$ cat src/bfs_pkg.sv
// ---------------------------------------------------------------------------
// bfs_pkg
// Shared types and defaults of the buffered frame selector.
// ---------------------------------------------------------------------------
`default_nettype none

package bfs_pkg;

	localparam int unsigned FRAME_BITS_DEF = 32;
	localparam int unsigned SLOT_BITS_DEF  = 8;

	// Why a selection was made.
	typedef enum logic [2:0] {
		REASON_NONE      = 3'd0,
		REASON_PREFERRED = 3'd1,
		REASON_EXACT     = 3'd2,
		REASON_BEFORE    = 3'd3,
		REASON_NEAREST   = 3'd4,
		REASON_RETAINED  = 3'd5
	} reason_t;

	// Fallback policy held in the configuration register.
	typedef enum logic [1:0] {
		FB_EXACT_ONLY     = 2'd0,
		FB_AT_OR_BEFORE   = 2'd1,
		FB_BEFORE_NEAREST = 2'd2,
		FB_NEAREST        = 2'd3
	} fallback_t;

	// Which of the four trackers currently hold a candidate.
	typedef struct packed {
		logic preferred;
		logic exact;
		logic at_or_before;
		logic nearest;
	} pick_found_t;

endpackage

`default_nettype wire

$ cat src/buffered_frame_selector.sv
// ---------------------------------------------------------------------------
// buffered_frame_selector
// Picks one buffered frame from a run of candidates, one candidate a transfer.
// ---------------------------------------------------------------------------
//
//   Channel  Handshake               Payload
//   -------  ----------------------  ---------------------------------------
//   in       in_valid / in_stall     candidate, last flag, request, retained
//   out      out_valid / out_stall   chosen_slot, chosen_frame, reason
//   cfg      cfg_wr_en               cfg_wr_data (fallback mode)
//
// An accepted transfer is held in the stage-one register, where the four
// trackers are updated; a new transfer can be taken every cycle while
// stage one does not stall. The last transfer of a run passes from stage
// one into the result register. Stage one stalls only when it holds a last
// transfer and the result register is still full and stalled. Reset closes
// any open run and sets the fallback mode to exact only.
//
`default_nettype none

module buffered_frame_selector #(
	parameter int unsigned FRAME_BITS = bfs_pkg::FRAME_BITS_DEF,
	parameter int unsigned SLOT_BITS  = bfs_pkg::SLOT_BITS_DEF
) (
	input  wire logic                         clk,
	input  wire logic                         arst_n,

	input  wire logic                         cfg_wr_en,
	input  wire logic [1:0]                   cfg_wr_data,

	input  wire logic                         in_valid,
	output logic                              in_stall,
	input  wire logic                         candidate_valid,
	input  wire logic signed [SLOT_BITS:0]    candidate_slot,
	input  wire logic signed [FRAME_BITS-1:0] candidate_frame,
	input  wire logic                         last_candidate,
	input  wire logic signed [FRAME_BITS-1:0] wanted_frame,
	input  wire logic signed [FRAME_BITS-1:0] minimum_frame,
	input  wire logic signed [SLOT_BITS:0]    favoured_slot,
	input  wire logic signed [SLOT_BITS:0]    kept_slot,
	input  wire logic signed [FRAME_BITS-1:0] kept_frame,

	output logic                              out_valid,
	input  wire logic                         out_stall,
	output logic signed [SLOT_BITS:0]         chosen_slot,
	output logic signed [FRAME_BITS-1:0]      chosen_frame,
	output logic [2:0]                        selection_reason
);

	localparam int unsigned GAP_BITS = FRAME_BITS + 1;

	// Configuration.
	bfs_pkg::fallback_t fallback_q;

	// Stage one: the accepted transfer.
	logic                         valid_s1;
	logic                         cand_valid_s1;
	logic signed [SLOT_BITS:0]    cand_slot_s1;
	logic signed [FRAME_BITS-1:0] cand_frame_s1;
	logic                         last_s1;
	logic signed [FRAME_BITS-1:0] target_s1;
	logic signed [FRAME_BITS-1:0] minimum_s1;
	logic signed [SLOT_BITS:0]    pref_s1;
	logic signed [SLOT_BITS:0]    ret_slot_s1;
	logic signed [FRAME_BITS-1:0] ret_frame_s1;

	// Run state: the latched request and the trackers.
	logic                         run_open_q;
	logic signed [FRAME_BITS-1:0] held_target_q;
	logic signed [FRAME_BITS-1:0] held_min_q;
	logic signed [SLOT_BITS:0]    held_pref_q;
	bfs_pkg::pick_found_t         found_q;
	logic signed [SLOT_BITS:0]    pref_slot_q;
	logic signed [FRAME_BITS-1:0] pref_frame_q;
	logic signed [SLOT_BITS:0]    exact_slot_q;
	logic signed [SLOT_BITS:0]    before_slot_q;
	logic signed [FRAME_BITS-1:0] before_frame_q;
	logic signed [SLOT_BITS:0]    near_slot_q;
	logic signed [FRAME_BITS-1:0] near_frame_q;
	logic [GAP_BITS-1:0]          near_gap_q;

	// Result register.
	logic                         out_valid_q;
	logic signed [SLOT_BITS:0]    res_slot_q;
	logic signed [FRAME_BITS-1:0] res_frame_q;
	bfs_pkg::reason_t             res_reason_q;

	// Stage-one logic.
	logic                         in_fire;
	logic                         advance;
	logic signed [FRAME_BITS-1:0] tgt;
	logic signed [FRAME_BITS-1:0] mnm;
	logic signed [SLOT_BITS:0]    prf;
	bfs_pkg::pick_found_t         base_found;
	bfs_pkg::pick_found_t         nxt_found;
	logic                         eligible;
	logic                         take_pref;
	logic                         take_exact;
	logic                         take_before;
	logic                         take_near;
	logic signed [GAP_BITS-1:0]   diff;
	logic [GAP_BITS-1:0]          gap;
	logic signed [SLOT_BITS:0]    nxt_pref_slot;
	logic signed [FRAME_BITS-1:0] nxt_pref_frame;
	logic signed [SLOT_BITS:0]    nxt_exact_slot;
	logic signed [SLOT_BITS:0]    nxt_before_slot;
	logic signed [FRAME_BITS-1:0] nxt_before_frame;
	logic signed [SLOT_BITS:0]    nxt_near_slot;
	logic signed [FRAME_BITS-1:0] nxt_near_frame;
	logic signed [SLOT_BITS:0]    sel_slot;
	logic signed [FRAME_BITS-1:0] sel_frame;
	bfs_pkg::reason_t             sel_reason;

	// A transfer without a result always leaves stage one; a last transfer
	// leaves only when the result register is free or being emptied.
	assign advance  = valid_s1 && (!last_s1 || !out_valid_q || !out_stall);
	assign in_stall = valid_s1 && !advance;
	assign in_fire  = in_valid && !in_stall;

	always_comb begin
		// The first transfer of a run supplies the request itself and sees
		// no earlier picks.
		tgt        = run_open_q ? held_target_q : target_s1;
		mnm        = run_open_q ? held_min_q : minimum_s1;
		prf        = run_open_q ? held_pref_q : pref_s1;
		base_found = run_open_q ? found_q : '0;

		eligible = cand_valid_s1 && !cand_slot_s1[SLOT_BITS] &&
			!cand_frame_s1[FRAME_BITS-1] && (cand_frame_s1 > mnm);

		diff = {cand_frame_s1[FRAME_BITS-1], cand_frame_s1} - {tgt[FRAME_BITS-1], tgt};
		gap  = diff[GAP_BITS-1] ? GAP_BITS'(-diff) : GAP_BITS'(diff);

		take_pref   = eligible && (cand_slot_s1 == prf);
		take_exact  = eligible && (cand_frame_s1 == tgt) && !base_found.exact;
		take_before = eligible && (cand_frame_s1 <= tgt) &&
			(!base_found.at_or_before || cand_frame_s1 > before_frame_q);
		take_near   = eligible && (!base_found.nearest || gap < near_gap_q ||
			(gap == near_gap_q && cand_frame_s1 > near_frame_q));

		nxt_found.preferred    = base_found.preferred || take_pref;
		nxt_found.exact        = base_found.exact || take_exact;
		nxt_found.at_or_before = base_found.at_or_before || take_before;
		nxt_found.nearest      = base_found.nearest || take_near;

		nxt_pref_slot    = take_pref   ? cand_slot_s1  : pref_slot_q;
		nxt_pref_frame   = take_pref   ? cand_frame_s1 : pref_frame_q;
		nxt_exact_slot   = take_exact  ? cand_slot_s1  : exact_slot_q;
		nxt_before_slot  = take_before ? cand_slot_s1  : before_slot_q;
		nxt_before_frame = take_before ? cand_frame_s1 : before_frame_q;
		nxt_near_slot    = take_near   ? cand_slot_s1  : near_slot_q;
		nxt_near_frame   = take_near   ? cand_frame_s1 : near_frame_q;
	end

	bfs_select #(
		.FRAME_BITS (FRAME_BITS),
		.SLOT_BITS  (SLOT_BITS)
	) u_select (
		.found        (nxt_found),
		.mode         (fallback_q),
		.target       (tgt),
		.pref_slot    (nxt_pref_slot),
		.pref_frame   (nxt_pref_frame),
		.exact_slot   (nxt_exact_slot),
		.before_slot  (nxt_before_slot),
		.before_frame (nxt_before_frame),
		.near_slot    (nxt_near_slot),
		.near_frame   (nxt_near_frame),
		.kept_slot    (ret_slot_s1),
		.kept_frame   (ret_frame_s1),
		.sel_slot     (sel_slot),
		.sel_frame    (sel_frame),
		.sel_reason   (sel_reason)
	);

	// Control state.
	always_ff @(posedge clk or negedge arst_n) begin
		if (!arst_n) begin
			fallback_q  <= bfs_pkg::FB_EXACT_ONLY;
			valid_s1    <= 1'b0;
			run_open_q  <= 1'b0;
			found_q     <= '0;
			out_valid_q <= 1'b0;
		end else begin
			if (cfg_wr_en) begin
				fallback_q <= bfs_pkg::fallback_t'(cfg_wr_data);
			end
			if (in_fire) begin
				valid_s1 <= 1'b1;
			end else if (advance) begin
				valid_s1 <= 1'b0;
			end
			if (advance) begin
				run_open_q <= !last_s1;
				found_q    <= nxt_found;
			end
			if (advance && last_s1) begin
				out_valid_q <= 1'b1;
			end else if (!out_stall) begin
				out_valid_q <= 1'b0;
			end
		end
	end

	// Payload registers.
	always_ff @(posedge clk) begin
		if (in_fire) begin
			cand_valid_s1 <= candidate_valid;
			cand_slot_s1  <= candidate_slot;
			cand_frame_s1 <= candidate_frame;
			last_s1       <= last_candidate;
			target_s1     <= wanted_frame;
			minimum_s1    <= minimum_frame;
			pref_s1       <= favoured_slot;
			ret_slot_s1   <= kept_slot;
			ret_frame_s1  <= kept_frame;
		end
		if (advance) begin
			held_target_q  <= tgt;
			held_min_q     <= mnm;
			held_pref_q    <= prf;
			pref_slot_q    <= nxt_pref_slot;
			pref_frame_q   <= nxt_pref_frame;
			exact_slot_q   <= nxt_exact_slot;
			before_slot_q  <= nxt_before_slot;
			before_frame_q <= nxt_before_frame;
			near_slot_q    <= nxt_near_slot;
			near_frame_q   <= nxt_near_frame;
			if (take_near) begin
				near_gap_q <= gap;
			end
		end
		if (advance && last_s1) begin
			res_slot_q   <= sel_slot;
			res_frame_q  <= sel_frame;
			res_reason_q <= sel_reason;
		end
	end

	assign out_valid        = out_valid_q;
	assign chosen_slot      = res_slot_q;
	assign chosen_frame     = res_frame_q;
	assign selection_reason = res_reason_q;

endmodule

`default_nettype wire

$ cat src/bfs_select.sv
// ---------------------------------------------------------------------------
// bfs_select
// Final choice between the tracked picks, the fallback and the retained frame.
// ---------------------------------------------------------------------------
`default_nettype none

module bfs_select #(
	parameter int unsigned FRAME_BITS = bfs_pkg::FRAME_BITS_DEF,
	parameter int unsigned SLOT_BITS  = bfs_pkg::SLOT_BITS_DEF
) (
	input  wire bfs_pkg::pick_found_t    found,
	input  wire bfs_pkg::fallback_t      mode,
	input  wire logic signed [FRAME_BITS-1:0] target,
	input  wire logic signed [SLOT_BITS:0]    pref_slot,
	input  wire logic signed [FRAME_BITS-1:0] pref_frame,
	input  wire logic signed [SLOT_BITS:0]    exact_slot,
	input  wire logic signed [SLOT_BITS:0]    before_slot,
	input  wire logic signed [FRAME_BITS-1:0] before_frame,
	input  wire logic signed [SLOT_BITS:0]    near_slot,
	input  wire logic signed [FRAME_BITS-1:0] near_frame,
	input  wire logic signed [SLOT_BITS:0]    kept_slot,
	input  wire logic signed [FRAME_BITS-1:0] kept_frame,
	output logic signed [SLOT_BITS:0]         sel_slot,
	output logic signed [FRAME_BITS-1:0]      sel_frame,
	output bfs_pkg::reason_t                  sel_reason
);

	logic target_neg;
	logic use_before;
	logic use_nearest;

	always_comb begin
		target_neg  = target[FRAME_BITS-1];
		use_before  = (mode == bfs_pkg::FB_AT_OR_BEFORE) ||
			(mode == bfs_pkg::FB_BEFORE_NEAREST);
		use_nearest = (mode == bfs_pkg::FB_BEFORE_NEAREST) ||
			(mode == bfs_pkg::FB_NEAREST);

		if (found.preferred && (target_neg || pref_frame == target)) begin
			sel_slot   = pref_slot;
			sel_frame  = pref_frame;
			sel_reason = target_neg ? bfs_pkg::REASON_PREFERRED : bfs_pkg::REASON_EXACT;
		end else if (found.exact) begin
			// An exact match always carries the target as its frame.
			sel_slot   = exact_slot;
			sel_frame  = target;
			sel_reason = bfs_pkg::REASON_EXACT;
		end else if (use_before && found.at_or_before) begin
			sel_slot   = before_slot;
			sel_frame  = before_frame;
			sel_reason = bfs_pkg::REASON_BEFORE;
		end else if (use_nearest && found.nearest) begin
			sel_slot   = near_slot;
			sel_frame  = near_frame;
			sel_reason = bfs_pkg::REASON_NEAREST;
		end else if (!kept_frame[FRAME_BITS-1]) begin
			sel_slot   = kept_slot;
			sel_frame  = kept_frame;
			sel_reason = bfs_pkg::REASON_RETAINED;
		end else begin
			sel_slot   = '1;
			sel_frame  = '1;
			sel_reason = bfs_pkg::REASON_NONE;
		end
	end

endmodule

`default_nettype wire

$ cat config.mk
export PLATFORM = sky130hd
export DESIGN_NAME = buffered_frame_selector
export DESIGN_NICKNAME = d
export VERILOG_FILES = /design/src/bfs_pkg.sv /design/src/buffered_frame_selector.sv /design/src/bfs_select.sv
export SDC_FILE = /design/constraint.sdc
export NUM_CORES = 1
export LEC_CHECK = 0
export BUFFER_PORTS_ARGS = -buffer_cell sky130_fd_sc_hd__clkbuf_2
export CAP_MARGIN = 20
export CORE_MARGIN = 5
export CORE_UTILIZATION = 45
export DETAILED_ROUTE_END_ITERATION = 7
export PLACE_DENSITY_LB_ADDON = 0.25
export SLEW_MARGIN = 15
export SYNTH_ARGS = -nofsm -noshare
export SYNTH_HDL_FRONTEND = slang
export SYNTH_SLANG_ARGS = --single-unit
$ cat constraint.sdc
create_clock -name clk -period 12.45 [get_ports clk]
set_clock_uncertainty 0.1 [all_clocks]
set_input_delay 1.8675 -clock clk [delete_from_list [all_inputs] [get_ports clk]]
set_output_delay 1.8675 -clock clk [all_outputs]
set_load 0.02 [all_outputs]
### Word level (Yosys, flattened, before mapping)

Cells that the tools add are included.

* mux-type cells: 32
* order comparisons: 5
* $add $sub $neg: 2
* reductions and logical operators: 41
* equality and inequality tests: 8

Operators by type and width (count)
* 2-to-1 mux 32 bit: 10
* greater-than comparator 32 bit: 3
* 2-to-1 mux 9 bit: 10
* equality test 32 bit: 2
* equality test 33 bit: 1
* less-than comparator 33 bit: 1
* 2-to-1 mux 33 bit: 1
* negation 33 bit: 1
* subtractor 32 x 32 -> 33 bit: 1
* <= comparator 32 bit: 1
* logical AND 1 bit: 17
* 2-to-1 mux 3 bit: 5
* logical OR 1 bit: 12
* logical NOT 1 bit: 10
* equality test 9 bit: 1
* equality test 2 bit, second input constant: 2
* 2-to-1 mux 1 bit: 4
* 2-to-1 mux 4 bit: 1
* equality test 2 x 1 -> 1 bit, second input constant: 1
* 2-to-1 mux 2 bit: 1
* != test 2 x 1 -> 1 bit, second input constant: 1
* AND reduction 2 bit: 1
* nonzero test 2 bit: 1

* bits of input ports: 164
* flip-flop bits (word level): 448
* logic and storage cells: 119

### Depth between registers and ports, before layout

Gate-level depths: netlist of the first run.

* depth in word-level cells: 14
* gate-level depth with buffers: 32
* depth with buffers taken out: 26

### Modules after synthesis

From an unflattened synthesis of the first run, not the netlist that was laid out.

* cells, all modules: 2193
* area total of the unflattened synthesis: 25575.8 sq um

By module, submodules not included
* buffered_frame_selector: cells an instance 1611, instances 1, area an instance 22230.1 sq um
* bfs_select: cells an instance 582, instances 1, area an instance 3345.7 sq um

### Worst setup path after synthesis of the first run

OpenSTA, ideal clock, no wires.

* path kind: register -> register
* start point: reg run_open_q
* end point: reg near_gap_q[0], enable pin
* data arrival time: 8.517 ns
* clock period less this slack: 9.040 ns
* stages on the path, launching flop included: 29
* slack: 3.410 ns
* required time: 11.927 ns
* setup time: 0.423 ns
* cells stage by stage: dfrtp_1 -> buf_6 -> clkbuf_1 -> buf_1 -> mux2i_1 -> ha_1 -> a21oi_1 -> nor2b_1 -> o21a_1 -> nor4_2 -> o21ai_0 -> a311oi_1 -> o21ai_0 -> nor4b_1 -> nand4_1 -> or3_1 -> nor4_1 -> ha_1 -> nand4_1 -> inv_1 -> nand4_1 -> or4_1 -> a311oi_1 -> o21a_1 -> clkbuf_1 -> o21ai_0 -> clkbuf_1 -> clkbuf_1 -> nor2_1

* word-level cells in the longest chain between the ends: 9

Ends and longest elaborated chain
* start: declaration: RTL line buffered_frame_selector.sv:68 `logic run_open_q;`
* start signal: assignment: RTL line buffered_frame_selector.sv:194 `run_open_q <= !last_s1;`
* 2-to-1 mux 32 bit (*): RTL line buffered_frame_selector.sv:123 `tgt = run_open_q ? held_target_q : target_s1;`
* subtractor 32 x 32 -> 33 bit (*): RTL line buffered_frame_selector.sv:131 `diff = {cand_frame_s1[FRAME_BITS-1], cand_frame_s1} - {tgt[FRAME_BITS-1], tgt};`
* negation 33 bit: RTL line buffered_frame_selector.sv:132 `gap = diff[GAP_BITS-1] ? GAP_BITS'(-diff) : GAP_BITS'(diff);`
* 2-to-1 mux 33 bit (*): RTL line buffered_frame_selector.sv:132
* net gap[32]: RTL line buffered_frame_selector.sv:102 `logic [GAP_BITS-1:0] gap;`
* less-than comparator 33 bit or equality test 33 bit (tied branches): RTL line buffered_frame_selector.sv:138, buffered_frame_selector.sv:139
* logical OR 1 bit or logical AND 1 bit (tied branches): RTL line buffered_frame_selector.sv:138, buffered_frame_selector.sv:139
* logical OR 1 bit (*): RTL line buffered_frame_selector.sv:138 `take_near = eligible && (!base_found.nearest || gap < near_gap_q ||`
* logical AND 1 bit (*): RTL line buffered_frame_selector.sv:138
* AND reduction 2 bit (no source line) (*)
* end signal: assignment: RTL line buffered_frame_selector.sv:230 `near_gap_q <= gap;`
* end: declaration: RTL line buffered_frame_selector.sv:80 `logic [GAP_BITS-1:0] near_gap_q;`

Mark *: on every way through the listed nets, which the timed path passes. The rest lies on a longest branch.
A chain may end at the register's enable or synchronous reset.

### Final worst setup path of the first run

* start point: reg run_open_q
* end point: reg near_gap_q[1], enable pin

* word-level cells in the longest chain between the ends: 9

Ends and longest elaborated chain
* 2-to-1 mux 32 bit (*): RTL line buffered_frame_selector.sv:123
* net tgt[0]: RTL line buffered_frame_selector.sv:91 `logic signed [FRAME_BITS-1:0] tgt;`
* subtractor 32 x 32 -> 33 bit (*): RTL line buffered_frame_selector.sv:131
* negation 33 bit: RTL line buffered_frame_selector.sv:132
* 2-to-1 mux 33 bit (*): RTL line buffered_frame_selector.sv:132
* net gap[32]: RTL line buffered_frame_selector.sv:102
* less-than comparator 33 bit or equality test 33 bit (tied branches): RTL line buffered_frame_selector.sv:138, buffered_frame_selector.sv:139
* logical OR 1 bit or logical AND 1 bit (tied branches): RTL line buffered_frame_selector.sv:138, buffered_frame_selector.sv:139
* logical OR 1 bit (*): RTL line buffered_frame_selector.sv:138
* logical AND 1 bit (*): RTL line buffered_frame_selector.sv:138
* AND reduction 2 bit (no source line) (*)

Marked as above.

==> run metrics, run 1 <==
net count of the mapped netlist 2690; maximum root-to-sink buffer count 3; IO Pins 210; global-route usage over all layers 24.19%; IR Drop Worst-Case VDD 0.0001396 V; netlist area before placement 26380 um2; Hold Fails Final Rpt 0; most frequent standard cell in the layout excluding fill and tap cells sky130_fd_sc_hd__edfxtp_1; required time of the critical path 12.65 ns; endpoint class of the critical path flip-flop; Least-Margin Pin Slew 1.190 ns; average wire length per cell after detail routing 24.03 um; crit path time final 9.500 ns; fraction of layout instances using a drive strength above 1 17.82%; worst slew slack as a fraction of its limit 20.70%; flops & latches, synth 448; initial antenna violation count 0; Crit Reg-Reg Startpoint run_open_q; area share of the leading cell type in the synthesized netlist 49.98%; reported leakage power 12.24 nW; Setup violations, final 0; number of clock buffers inserted by TritonCTS 51; area used by multi-input combinational logic 11710 um2; chip height 252.1 um; via count 20090; cell chosen for the clock root sky130_fd_sc_hd__clkbuf_16; Initial Utilization 45.54%; Residual DRC 0; number of routed nets with antenna violations 0; width of the chip 252.1 um; highest clock frequency the design can meet 0.1053 GHz; worst reg-to-reg path cell count 25; number of sinks handled by clock tree synthesis 448; leftover overflow at the end of global routing 0; worst setup path class reg -> reg; fill cell instance count of the final layout 5101; library cells used by synthesis 81; dominant synthesized flop cell sky130_fd_sc_hd__edfxtp_1; core area 57920 um2; sum of negative setup slack 0 ns; total number of nets in the final design 2864; placed cells 3246; GP Congestion 0.9269; total half-perimeter wirelength after legalization and detailed placement 56610 um; hold path startpoint found_q[0]; clock-pin slew on the worst setup and hold paths 0.06 ns; Area growth, synth to finish 13.40%; cell area power density 156.8 nW/um2; Synth area leaders sky130_fd_sc_hd__edfxtp_1, sky130_fd_sc_hd__ha_1, sky130_fd_sc_hd__inv_1; CTS tree done; largest net degree at the start of global routing 80; Post-synth EDFFs 439; wire length of the first global-routing pass 119200 um; buffer count from post-CTS setup fixing 0; RSZ-0062 raised after global routing false; worst slack, placed 3.102 ns; per-instance average area after synthesis 11.18 um2; path type of the worst min-delay path reg -> reg; Post-CTS Hold Buffers 0; number of input and output port buffers inserted 209; highest net fanout along the worst path 66; Worst Setup Start Kind flip-flop; Clk Latency, worst-skew pair 0.63 ns; number of stages on the worst hold path 2; asr flop ratio synth 2.009%; final cell count without fillers 3342; via density per instance 6.010; instance count of the mapped netlist 2360; Yosys Warn Count 0; most used cells in the layout excluding fill and tap cells sky130_fd_sc_hd__edfxtp_1, sky130_fd_sc_hd__inv_1, sky130_fd_sc_hd__clkbuf_2, sky130_fd_sc_hd__ha_1, sky130_fd_sc_hd__nand2_1; Slew Limit Fails 0; arrival time at the worst endpoint 9.70 ns; r2r setup slk 2.95 ns; status finished, final reports clean; register area share after synthesis 50.83%; total number of placement rows 88; worst-case setup margin in the final layout 2.950 ns; register area 13410 um2; share of the clock period used by the worst path after layout 76.31%; terminus of the critical flop-to-flop path near_gap_q[1]; die outline area 63550 um2; drt total wl 80320 um; Resized cells post-CTS 0; hold-critical path endpoint found_q[0]; dominant cell type by area after synthesis sky130_fd_sc_hd__edfxtp_1; via count of the first global-routing pass 19540; H-tree depth reported by CTS 2; drt pass-1 iters 7; starting DRC count in detailed routing 1995; max-cap violation count 0
power breakdown:
group / total [W] / switching, W / internal (W)
Clock: 0.00155 / 0.000654 / 0.000896
Sequential: 0.00194 / 0.0000884 / 0.00185
Combinational: 0.00120 / 0.000732 / 0.000471
Total: 0.00469 / 0.00147 / 0.00321
cell type report:
| type | count | share of cell area [%] |
|---|---|---|
| repair buffers | 237 | 4.200 |
| flip-flops and latches | 448 | 44.84 |
| multi-input cells | 1569 | 39.16 |
| inverters | 227 | 2.874 |
| clock buffers | 60 | 4.451 |
| well taps | 765 | 3.200 |
| diodes | 1 | 0.008366 |
| clock inverters | 35 | 1.268 |
cells by family after synthesis:
family                   share of synthesized area, %
AO/OA/AOI/OAI                                   15.75
AND/OR/NAND/NOR                                 11.24
flip-flops                                      50.83
buffers and inverters                           5.066
adder cells (fa/ha/maj)                         7.903
multiplexers                                    6.385
XOR/XNOR                                        2.823
stage by stage:
stage	utilization [%]	hold slack, ns	cell area (um2)	total power, W
2_1_floorplan	-	0.3725	26380	0.002786
3_3_place_gp	48.69	0.3951	28200	0.003112
3_5_place_dp	48.69	0.3992	28200	0.003146
4_1_cts	51.64	0.4122	29910	0.004701
5_1_grt	51.64	0.4446	29910	0.004907
6_report	51.64	0.4165	29910	0.004689
metal layers:
metal	share of wire, %	vias up	GRT usage (%)
li1	-	9266	-
met1	44	9805	34.45
met2	44	853	37.08
met3	7.9	161	4.579
met4	3.7	0	8.964
met5	0	-	0
Yosys cell counts (31+ instances only):
cell and number:
sky130_fd_sc_hd__a211oi_1 79, sky130_fd_sc_hd__o211ai_1 38, sky130_fd_sc_hd__nand2_1 163, sky130_fd_sc_hd__nand4_1 49, sky130_fd_sc_hd__mux2_2 41, sky130_fd_sc_hd__inv_1 227, sky130_fd_sc_hd__o31a_1 31, sky130_fd_sc_hd__nor2_1 69
sky130_fd_sc_hd__o21ai_0 117, sky130_fd_sc_hd__xnor2_1 60, sky130_fd_sc_hd__clkbuf_1 99, sky130_fd_sc_hd__or2_2 37, sky130_fd_sc_hd__a21o_1 86, sky130_fd_sc_hd__edfxtp_1 439, sky130_fd_sc_hd__nor3_1 64, sky130_fd_sc_hd__nand3_1 44
sky130_fd_sc_hd__nor4_1 37, sky130_fd_sc_hd__a21oi_1 91, sky130_fd_sc_hd__mux2i_1 76, sky130_fd_sc_hd__ha_1 165
worst max-delay path: stages, from the launching register on:
cell                       delay, ns
sky130_fd_sc_hd__dfrtp_4        0.90
sky130_fd_sc_hd__mux2_2         0.47
sky130_fd_sc_hd__ha_1           0.23
sky130_fd_sc_hd__fa_1           0.41
sky130_fd_sc_hd__nor2b_1        0.14
sky130_fd_sc_hd__o21a_1         0.17
sky130_fd_sc_hd__o211ai_1       0.22
sky130_fd_sc_hd__a211o_1        0.40
sky130_fd_sc_hd__a21o_1         0.23
sky130_fd_sc_hd__nand3b_1       0.13
sky130_fd_sc_hd__mux2i_1        0.24
sky130_fd_sc_hd__nor4b_1        0.80
sky130_fd_sc_hd__nand4_1        0.37
sky130_fd_sc_hd__or3_1          0.41
sky130_fd_sc_hd__nor4_1         0.28
sky130_fd_sc_hd__ha_1           0.20
sky130_fd_sc_hd__nand4_1        0.11
sky130_fd_sc_hd__inv_1          0.08
sky130_fd_sc_hd__nand4_1        0.12
sky130_fd_sc_hd__or4_1          0.54
sky130_fd_sc_hd__a311oi_1       0.46
sky130_fd_sc_hd__o21a_1         0.47
sky130_fd_sc_hd__o21ai_4        0.06
sky130_fd_sc_hd__buf_4          0.41
sky130_fd_sc_hd__nor2_2         0.73
sky130_fd_sc_hd__buf_4          0.40
flip-flops by register name (all words and copies together) (netlist names), 32 cells and up:
| signal | count |
|---|---|
| before_frame_q | 32 |
| cand_frame_s1 | 32 |
| chosen_frame | 32 |
| held_min_q | 32 |
| held_target_q | 32 |
| minimum_s1 | 32 |
| near_frame_q | 32 |
| near_gap_q | 33 |
| pref_frame_q | 32 |
| ret_frame_s1 | 32 |
| target_s1 | 32 |
worst max path at each step:
stage	end	cells past startpoint	start	slack, ns
final	near_gap_q[1]	25	run_open_q	2.95
after detailed placement	near_gap_q[20]	25	run_open_q	3.10
after CTS	near_gap_q[1]	25	run_open_q	3.06
after floorplan	near_gap_q[0]	28	run_open_q	3.41
after global routing	near_gap_q[1]	25	run_open_q	2.42
after global placement	near_gap_q[0]	25	run_open_q	3.35
No activity file was read; power rests on OpenSTA's default activity.
==> run 2: changes to the inputs <==
- clock period: 12.45 -> 7.98 ns (I/O delays scaled with it)
==> run metrics, run 2 (same netlist as run 1, synthesis figures left out) <==
status finished, final reports clean (unchanged); number of input and output port buffers inserted 209 (unchanged); clock-pin slew on the worst setup and hold paths 0.06 ns (about the same); cell area power density 242.5 nW/um2 (was 156.8 nW/um2); global-route usage over all layers 25.00% (was 24.19%); Initial Utilization 45.54% (unchanged); via count 20520 (was 20090); fraction of power consumed by combinational cells 26.7% (was 25.6%); worst setup path start run_open_q (unchanged); number of sinks handled by clock tree synthesis 448 (unchanged); Crit Reg-Reg Startpoint run_open_q (unchanged); number of routed nets with antenna violations 0 (unchanged); arrival time at the worst endpoint 7.84 ns (was 9.70 ns); fraction of power consumed by sequential logic 40.4% (was 41.3%); most frequent standard cell in the layout excluding fill and tap cells sky130_fd_sc_hd__edfxtp_1 (unchanged); path type of the worst min-delay path in -> async (was reg -> reg); drt pass-1 iters 6 (was 7); Hold Fails Final Rpt 0 (unchanged); IO Pins 210 (unchanged); worst setup path class reg -> reg (unchanged); leftover overflow at the end of global routing 0 (unchanged); largest net degree at the start of global routing 80 (unchanged); Int Power 0.005076 W (was 0.003215 W); most used cells in the layout excluding fill and tap cells sky130_fd_sc_hd__edfxtp_1, sky130_fd_sc_hd__inv_1, sky130_fd_sc_hd__clkbuf_2, sky130_fd_sc_hd__ha_1, sky130_fd_sc_hd__nand2_1 (unchanged); total half-perimeter wirelength after legalization and detailed placement 59470 um (was 56610 um); width of the chip 252.1 um (unchanged); fraction of layout instances using a drive strength above 1 20.47% (was 17.82%); number of clock buffers inserted by TritonCTS 51 (unchanged); initial antenna violation count 1 (was 0); total number of placement rows 88 (unchanged); critical-path cell with the highest stage delay sky130_fd_sc_hd__dfrtp_4 (unchanged); worst reg-to-reg path cell count 26 (was 25); cell chosen for the clock root sky130_fd_sc_hd__clkbuf_16 (unchanged); switching fraction of total power 31.58% (was 31.44%); highest clock frequency the design can meet 0.1317 GHz (was 0.1053 GHz); Least-Margin Pin Slew 1.092 ns (was 1.190 ns); critical path buffer and inverter count 4 (was 3); endpoint class of the critical path flip-flop (unchanged); capture point of the critical path chosen_frame[13] (was near_gap_q[1]); Worst path max stage delay 0.56 ns (was 0.90 ns); NetSw 0.002343 W (was 0.001474 W); r2r setup slk 0.39 ns (was 2.95 ns); Slew Limit Fails 0 (unchanged); highest net fanout along the worst path 33 (was 66); H-tree depth reported by CTS 2 (unchanged); register containing the most flip-flops in the final layout near_gap_q (unchanged); starting DRC count in detailed routing 2094 (was 1995); sum of negative setup slack 0 ns (unchanged); terminus of the critical flop-to-flop path chosen_frame[13] (was near_gap_q[1]); Clock Power Share 32.9% (was 33.1%); fill cell instance count of the final layout 5093 (was 5101); flip-flop count of the largest register after layout 33 (unchanged); die outline area 63550 um2 (unchanged); IR Drop Worst-Case VDD 0.0001917 V (was 0.0001396 V); max-cap violation count 0 (unchanged); Setup violations, final 0 (unchanged); total number of nets in the final design 2930 (was 2864); share of the clock period used by the worst path after layout 95.17% (was 76.31%); average wire length per cell after detail routing 24.23 um (was 24.03 um); Area growth, synth to finish 15.98% (was 13.40%); Clk Latency, worst-skew pair 0.62 ns (was 0.63 ns); GP Congestion 0.9334 (was 0.9269); reported leakage power 12.61 nW (was 12.24 nW); cell seen most often among critical-path stages sky130_fd_sc_hd__nand4_1 (unchanged); cell count along the critical path 26 (was 25); wire length of the first global-routing pass 122900 um (was 119200 um); core area 57920 um2 (unchanged); worst-case setup margin in the final layout 0.3855 ns (was 2.950 ns); required time of the critical path 8.23 ns (was 12.65 ns); Worst Setup Start Kind flip-flop (unchanged); cell class contributing the biggest share of worst-path delay simple AND/OR/NAND/NOR gates (unchanged); CTS tree done (unchanged); worst slack, placed 0.1341 ns (was 3.102 ns); drt total wl 82590 um (was 80320 um); Residual DRC 0 (unchanged); crit path time final 7.594 ns (was 9.500 ns); chip height 252.1 um (unchanged); maximum root-to-sink buffer count 3 (unchanged); worst slew slack as a fraction of its limit 26.64% (was 20.70%); via count of the first global-routing pass 20220 (was 19540); via density per instance 6.020 (was 6.010)
-- run 2: what timing repair did --
item	in CTS	in global routing
setup endpoints to repair	0	76
resized for setup	0	14
setup buffers	0	9
hold buffers	0	0
-- run 2: cell type report --
type / count / area, um2 / share of cell area (%)
antenna: 1 / 2.502 / 0.008180
clock buffer: 64 / 1386 / 4.532
inverter: 227 / 859.6 / 2.810
sequential: 448 / 13410 / 43.84
multi-input combinational: 1569 / 11790 / 38.54
tap: 765 / 957.2 / 3.129
clock inverter: 32 / 354.1 / 1.158
timing repair buffer: 303 / 1831 / 5.984
-- run 2: worst min-delay path by stage --
| stage | from | end | depth (start not counted) |
|---|---|---|---|
| 4_1_cts | arst_n | valid_s1 | 1 |
| 6_report | arst_n | valid_s1 | 1 |
| 2_1_floorplan | found_q[2] | found_q[2] | 2 |
| 5_1_grt | arst_n | valid_s1 | 1 |
| 3_5_place_dp | found_q[2] | found_q[2] | 2 |
| 3_3_place_gp | found_q[0] | found_q[0] | 2 |
-- run 2: per-layer routing --
metal	up-vias	wire (um)	GRT usage, %
li1	9393	-	-
met1	10050	36280	35.77
met2	929	37330	38.97
met3	149	6427	4.363
met4	0	2552	8.142
met5	-	0	0
-- run 2: stage by stage --
step                area (um2)  hold slack [ns]  power, W  cells  util (%)
CTS                      30430           0.3738  0.007422   3398     52.54
floorplan                26390           0.3725  0.004349   2360         -
finish                   30590           0.3988  0.007419   3409     52.82
detailed placement       28690           0.4379  0.004962   3302     49.54
global placement         28690           0.3949  0.004918   3302     49.53
global route             30590           0.3820  0.007764   3408     52.82
-- run 2: power by group through the flow --
stage          Sequential (W)  Clock [W]  Combinational [W]
6_report              0.00300    0.00244            0.00198
5_1_grt               0.00302    0.00258            0.00217
4_1_cts               0.00300    0.00249            0.00193
3_5_place_dp          0.00305          0            0.00192
3_3_place_gp          0.00304          0            0.00188
2_1_floorplan         0.00303          0            0.00132
-- run 2: worst reg2reg max path, stage by stage (launching register included) --
cell and delay [ns]:
sky130_fd_sc_hd__dfrtp_4 0.56, sky130_fd_sc_hd__buf_12 0.17, sky130_fd_sc_hd__mux2_2 0.30, sky130_fd_sc_hd__inv_1 0.10, sky130_fd_sc_hd__ha_1 0.38, sky130_fd_sc_hd__nor2b_1 0.18
sky130_fd_sc_hd__o21ai_0 0.38, sky130_fd_sc_hd__a31oi_1 0.24, sky130_fd_sc_hd__or3_1 0.38, sky130_fd_sc_hd__a22oi_1 0.25, sky130_fd_sc_hd__nand4_1 0.25, sky130_fd_sc_hd__a2111oi_1 0.42
sky130_fd_sc_hd__nand4_1 0.26, sky130_fd_sc_hd__or3_1 0.41, sky130_fd_sc_hd__nor4_2 0.22, sky130_fd_sc_hd__ha_1 0.19, sky130_fd_sc_hd__nand4_1 0.12, sky130_fd_sc_hd__inv_1 0.08
sky130_fd_sc_hd__nand4_1 0.11, sky130_fd_sc_hd__or4_1 0.56, sky130_fd_sc_hd__a311oi_2 0.28, sky130_fd_sc_hd__o21a_1 0.24, sky130_fd_sc_hd__o21ai_4 0.07, sky130_fd_sc_hd__buf_4 0.28
sky130_fd_sc_hd__a211oi_1 0.36, sky130_fd_sc_hd__o311ai_0 0.17, sky130_fd_sc_hd__mux2_4 0.31
